==> src/rtl/npcs_pkg.sv <==
// ----------------------------------------------------------------------------
// npcs_pkg
// shared types, constants and the distance function of the palette search
// ----------------------------------------------------------------------------
package npcs_pkg;

    localparam int PALETTE_ENTRIES = 256;

    localparam int IDX_W  = 8;
    localparam int CHAN_W = 8;
    localparam int CODE_W = 15;
    localparam int DIST_W = 18;
    localparam int RGB_W  = 3 * CHAN_W;

    localparam int IN_DATA_W  = 48;
    localparam int OUT_DATA_W = 48;

    localparam logic [0:0] MODE_WRITE = 1'b0;
    localparam logic [0:0] MODE_QUERY = 1'b1;

    // larger than any real distance, so the first entry always wins
    localparam logic [DIST_W-1:0] DIST_NONE = {DIST_W{1'b1}};

    typedef struct packed {
        logic              vld;
        logic              qry;
        logic [CODE_W-1:0] code;
        logic [IDX_W-1:0]  wr_idx;
        logic [RGB_W-1:0]  wr_rgb;
        logic [DIST_W-1:0] best;
        logic [IDX_W-1:0]  best_idx;
        logic [DIST_W-1:0] cand_dist;
        logic [IDX_W-1:0]  cand_idx;
    } stage_t;

    function automatic logic [2*CHAN_W-1:0] sq_diff(input logic [CHAN_W-1:0] a,
                                                    input logic [CHAN_W-1:0] b);
        logic [CHAN_W-1:0] d;
        d = (a >= b) ? (a - b) : (b - a);
        return (2*CHAN_W)'(d) * (2*CHAN_W)'(d);
    endfunction

    // code bits: red 0-4, green 5-9, blue 10-14, each expanded as c*8+4
    function automatic logic [DIST_W-1:0] color_dist(input logic [CODE_W-1:0] code,
                                                     input logic [RGB_W-1:0]  rgb);
        logic [CHAN_W-1:0] qr;
        logic [CHAN_W-1:0] qg;
        logic [CHAN_W-1:0] qb;
        qr = {code[4:0], 3'b100};
        qg = {code[9:5], 3'b100};
        qb = {code[14:10], 3'b100};
        return DIST_W'(sq_diff(qr, rgb[7:0]))
             + DIST_W'(sq_diff(qg, rgb[15:8]))
             + DIST_W'(sq_diff(qb, rgb[23:16]));
    endfunction

endpackage

==> src/rtl/npcs_cell.sv <==
// ----------------------------------------------------------------------------
// npcs_cell
// one systolic cell: holds a palette entry, folds in the previous distance
// and computes the distance of the passing query to its own entry
// ----------------------------------------------------------------------------
module npcs_cell (
    input  logic                  clk,
    input  logic                  rst_n,
    input  logic                  en,
    input  logic [npcs_pkg::IDX_W-1:0] cell_id,
    input  npcs_pkg::stage_t      prev,
    output npcs_pkg::stage_t      cur
);
    import npcs_pkg::*;

    logic [RGB_W-1:0] entry_reg;
    stage_t           stage_reg;
    stage_t           stage_next;
    logic             wr_hit;

    assign wr_hit = prev.vld && !prev.qry && (prev.wr_idx == cell_id);

    always_comb
    begin
        stage_next = prev;
        // strict compare keeps the lower index on ties
        if (prev.cand_dist < prev.best)
        begin
            stage_next.best     = prev.cand_dist;
            stage_next.best_idx = prev.cand_idx;
        end
        stage_next.cand_dist = color_dist(prev.code, entry_reg);
        stage_next.cand_idx  = cell_id;
    end

    always_ff @(posedge clk)
    begin
        if (en && wr_hit)
        begin
            entry_reg <= prev.wr_rgb;
        end
    end

    always_ff @(posedge clk or negedge rst_n)
    begin
        if (!rst_n)
        begin
            stage_reg <= '0;
        end
        else if (en)
        begin
            stage_reg <= stage_next;
        end
    end

    assign cur = stage_reg;

endmodule

==> config.mk <==
export PLATFORM = sky130hd
export DESIGN_NAME = npcs_cell
export DESIGN_NICKNAME = d
export VERILOG_FILES = /design/src/rtl/npcs_pkg.sv /design/src/rtl/npcs_cell.sv
export SDC_FILE = /design/constraint.sdc
export NUM_CORES = 1
export LEC_CHECK = 0
export BUFFER_PORTS_ARGS = -buffer_cell sky130_fd_sc_hd__buf_2
export CORE_MARGIN = 4
export CORE_UTILIZATION = 58
export DETAILED_ROUTE_END_ITERATION = 6
export HOLD_SLACK_MARGIN = 0.15
export PLACE_DENSITY = 0.82
export SLEW_MARGIN = 10
export SYNTH_ARGS = -nofsm -noshare
export SYNTH_HDL_FRONTEND = slang
export SYNTH_SLANG_ARGS = --single-unit
==> constraint.sdc <==
create_clock -name clk -period 8.5 [get_ports clk]
set_input_delay 1.7 -clock clk [delete_from_list [all_inputs] [get_ports clk]]
set_output_delay 1.7 -clock clk [all_outputs]
set_load 0.1 [all_outputs]
Yosys cells after proc, flatten, opt, wreduce, memory -nomap -nowiden --
Index checks and enable logic that the tools add are counted.
Word-level totals: output and inout port bits 101, register bits 125
Cells by class: $add $sub $neg 8, reduce and logical (&&, ||, !) cells 4, $lt $le $gt $ge 4, mux-type cells 4, equal/unequal tests 1, multipliers 3
Operators by type and width (number):
- multiplier 8 x 8 -> 16 bit | 3
- subtractor 8 bit | 6
- 2-to-1 mux 26 bit | 1
- greater-or-equal comparator 8 bit | 3
- 2-to-1 mux 8 bit | 3
- adder 17 x 16 -> 18 bit | 1
- < comparator 18 bit | 1
- adder 16 x 16 -> 17 bit | 1
- == test 8 bit | 1
- logical AND 1 bit | 3
- logical NOT 1 bit | 1

Depth between registers and ports, before layout --
word-level depth 5, gate-level depth with buffers 31, mapped depth without buffers 30

Worst setup path after synthesis --
Ideal clock, no wire load.
path type in2reg, start point input port prev[94] in the netlist's numbering, end point register stage_reg (netlist bit cur[20]), arrival time 8.846 ns, path buffers 1, stages on the path 26, setup slack -0.471 ns, path through inv_1 ha_1 ha_1 nand2_1 a31oi_2 o41ai_4 mux2i_1 xor2_1 buf_2 nand2_1 fa_1 fa_1 inv_1 fa_1 fa_1 fa_1 fa_1 inv_1 fa_1 inv_1 ha_1 a2111oi_0 nand2b_1 a221o_1 xor2_1 mux2_2
On the way: longest elaborated chain between the ends 4, elaborated cells between the ends (all ways) 6, classes of those cells 3 x add/sub; 1 x mul; 1 x order compare; 1 x mux
RTL lines:
- start: declaration | line npcs_cell.sv:11 | input npcs_pkg::stage_t prev,
- subtractor 8 bit / greater-or-equal comparator 8 bit (equally long branches) | line npcs_pkg.sv:39 | d = (a >= b) ? (a - b) : (b - a);
- 2-to-1 mux 8 bit * | line npcs_pkg.sv:39
- multiplier 8 x 8 -> 16 bit * | line npcs_pkg.sv:40 | return (2*CHAN_W)'(d) * (2*CHAN_W)'(d);
- adder 17 x 16 -> 18 bit * | line npcs_pkg.sv:54 | + DIST_W'(sq_diff(qb, rgb[23:16]));
- end signal: assignment | line npcs_cell.sv:52 | stage_reg <= stage_next;
- end: declaration | line npcs_cell.sv:17 | stage_t stage_reg;
Every way passes the cells marked *; elsewhere a longest branch is shown, timed or not. A chain may end at the register's enable or synchronous reset.

Worst setup path after layout --
start point input port prev[87] in the netlist's numbering, end point register stage_reg (netlist bit cur[20])
On the way: longest elaborated chain between the ends 5, elaborated cells between the ends (all ways) 7, classes of those cells 4 x add/sub; 1 x mul; 1 x order compare; 1 x mux
RTL lines:
- subtractor 8 bit / greater-or-equal comparator 8 bit (equally long branches) | line npcs_pkg.sv:39
- 2-to-1 mux 8 bit * | line npcs_pkg.sv:39
- multiplier 8 x 8 -> 16 bit * | line npcs_pkg.sv:40
- adder 16 x 16 -> 17 bit * | line npcs_pkg.sv:53 | + DIST_W'(sq_diff(qg, rgb[15:8]))
- adder 17 x 16 -> 18 bit * | line npcs_pkg.sv:54
Marked as above.

==> qor.txt <==
Top_reg_cell synth: dfrtp_1
Initial antenna violation count: 0
Layout cells sized above 1: 0.373
Synthesized area per cell: 10.1 um^2
Final Max Tran Viols: 0
WP data required: 8.81 ns
Synthesized area: 0.0123 mm^2
DRT antenna net count: 0
Drt wl/cell: 18.1 um
Area contributors post-synth: fa_1 (22%), dfrtp_1 (21%), ha_1 (13%)
PortBufs: 212
Synthesized Nets: 1594
Yosys Warn Count: 0
Post-DP HPWL: 25.2 mm
Hold Slack: 0.477 ns
Failing checks: negative setup slack
Ys async rst share: 0.808
Initial Utilization: 0.598
Most Frequent Cell on Critical Path: fa_1
Area after DPL: 0.0149 mm^2
WL final: 33.6 mm
Layout Skew: 0.0106 ns
CP Capture Type: flop
Multiplexer area fraction after synthesis: 0.0907
Slew margin rel.: 0.330
Part of the cycle the worst path needs: 1.00
Top cell type's share of synthesized area: 0.221
Die height: 154 um
Via density: 5.43
H-tree depth: 4
Total gr overflow: 0
Sequential-to-total area share from yosys stat: 0.264
Ports: 213
Max Freq: 117 MHz
Die ar.: 0.0236 mm^2
Slew @ Worst Pin: 1.01 ns
Max_cap viols: 0
Largest register FFs: 101
Drt pass-1 iters: 5
CP peak stage delay: 0.54 ns
Distinct cell type count after synthesis: 60
Final setup viols: 1
CP Launch Type: input pin
Area grow syn2layout: 30.7%
Gpl congestion: 0.940
CTS buffer count: 17
ANT cells: 0
Total Nets Final: 1953
RSZ-0062 raised after global routing: true
Residual DRC: 0
Synth Area in Adders: 0.353
Largest family of logic cells by synthesized area: adder cells
Worst Path Arrival: 8.85 ns
Synth cell count leaders: inv_1 (252), fa_1 (136), ha_1 (129)
Die Wd: 154 um
Crit Path Category: in -> reg
CP Max Fanout: 5
CTS Sinks: 125
FF+latch count, synth: 125
Final hold violations: 0
Row count: 52
Largest area contributor in the netlist: fa_1
Clock transition at path regs: 0.06 ns
Number of synthesized flops with an enable pin: 24
Worst Hold Class: reg -> reg
Post-route setup slack: -0.0418 ns
Total core area: 0.0206 mm^2
Final Critical Period: 8.54 ns
Post-route cell area: 0.0161 mm^2
TritonCTS clock tree: built
XOR/XNOR share of the synthesized area: 0.0253
Setup Total Neg Slack: -0.0418 ns
CP max-delay cell: fa_1
First-pass GRT wire length: 52.4 mm
Hold Buf Count CTS: 0
Vias in the first global route: 10900
Worst-Skew Late Latency: 0.43 ns
Top-count cell post-synth: inv_1
Outcome: complete, but fails checks
CTS Buffer Depth: 2
Tot GR Track Use: 0.273
Simple-Gate Fraction of Synth Area: 0.0896
Compound-cell area share of the yosys netlist: 0.0886
Cells after Synth: 1217
Starting DRC count in detailed routing: 559
Largest net degree at the start of global routing: 78
Clock root buffer: clkbuf_16
Vias: 10100
[worst paths after layout]
path	from	end	slack, ns	depth (start not counted)
hold / removal	cur[14]$_DFFE_PN0P_	cur[14]$_DFFE_PN0P_	0.48	1
setup / recovery	prev[87]	cur[20]$_DFFE_PN0P_	-0.04	27
setup reg to reg	entry_reg[0]$_DFFE_PP_	cur[20]$_DFFE_PN0P_	0.31	27
hold reg to reg	cur[14]$_DFFE_PN0P_	cur[14]$_DFFE_PN0P_	0.48	1
min in group asynchronous	rst_n	cur[73]$_DFFE_PN0P_	1.17	1
max in group asynchronous	rst_n	cur[10]$_DFFE_PN0P_	6.00	2
[per-stage QoR]
step / util / setup slack (ns) / std cells
after floorplan: - / -0.102 / 1217
after global placement: 0.723 / -0.311 / 1807
after detailed placement: 0.723 / -0.590 / 1807
after CTS: 0.756 / 0.000455 / 1842
after global routing: 0.781 / -0.241 / 1859
final: 0.781 / -0.0418 / 1859
[timing repair]
action                                  in CTS  in global routing
pin swaps                                    9                 43
gates resized for setup                     12                 95
endpoints found under the setup margin       7                 10
buffers inserted                             3                 17
[layout make-up]
type                    count  area (um^2)
multi-input cells         805         8620
fillers                  1202         4490
flip-flops and latches    125         3250
repair buffers            370         2300
inverters                 257          968
clock buffers              17          425
well taps                 270          338
clock inverters            15          171
[layer usage]
metal,share of wire,vias up,GRT usage
met3,0.060,91,0.0523
met5,0,-,0
met4,0.035,0,0.0946
li1,-,4660,-
met2,0.53,352,0.496
met1,0.37,4986,0.325
[worst max-delay path, delay by kind of cell]
family                   cells  cell delay, ns
AO/OA/AOI/OAI                3            0.84
buffers and inverters        8            0.68
adder cells (fa/ha/maj)      9            3.92
XOR/XNOR                     2            0.40
AND/OR/NAND/NOR              3            0.73
multiplexers                 2            0.58
[cells in the final DEF (no fill, tap or decap), types with 12 or more instances in the layout]
cell,instances
edfxtp_1,24
and2_1,16
inv_2,16
a21o_1,25
clkbuf_16,17
nor2_1,96
inv_1,238
dfrtp_1,101
ha_4,12
mux2i_1,30
fa_2,17
buf_4,154
ha_1,115
o21ai_0,18
fa_1,119
mux2_2,64
buf_2,208
xnor2_1,17
nand2_1,39
a21oi_1,45
[logic make-up (layout without fill, tap and decap cells)]
logic type,count (synthesis),in the layout
buffers and inverters,287,659
multiplexers,103,103
AND/OR/NAND/NOR,240,240
AO/OA/AOI/OAI,164,164
XOR/XNOR,33,33
flip-flops,125,125
adder cells (fa/ha/maj),265,265
Power is left out: the tool's default activity adds up to more than one toggle a clock period on the data nets, which glitch-free logic cannot reach.
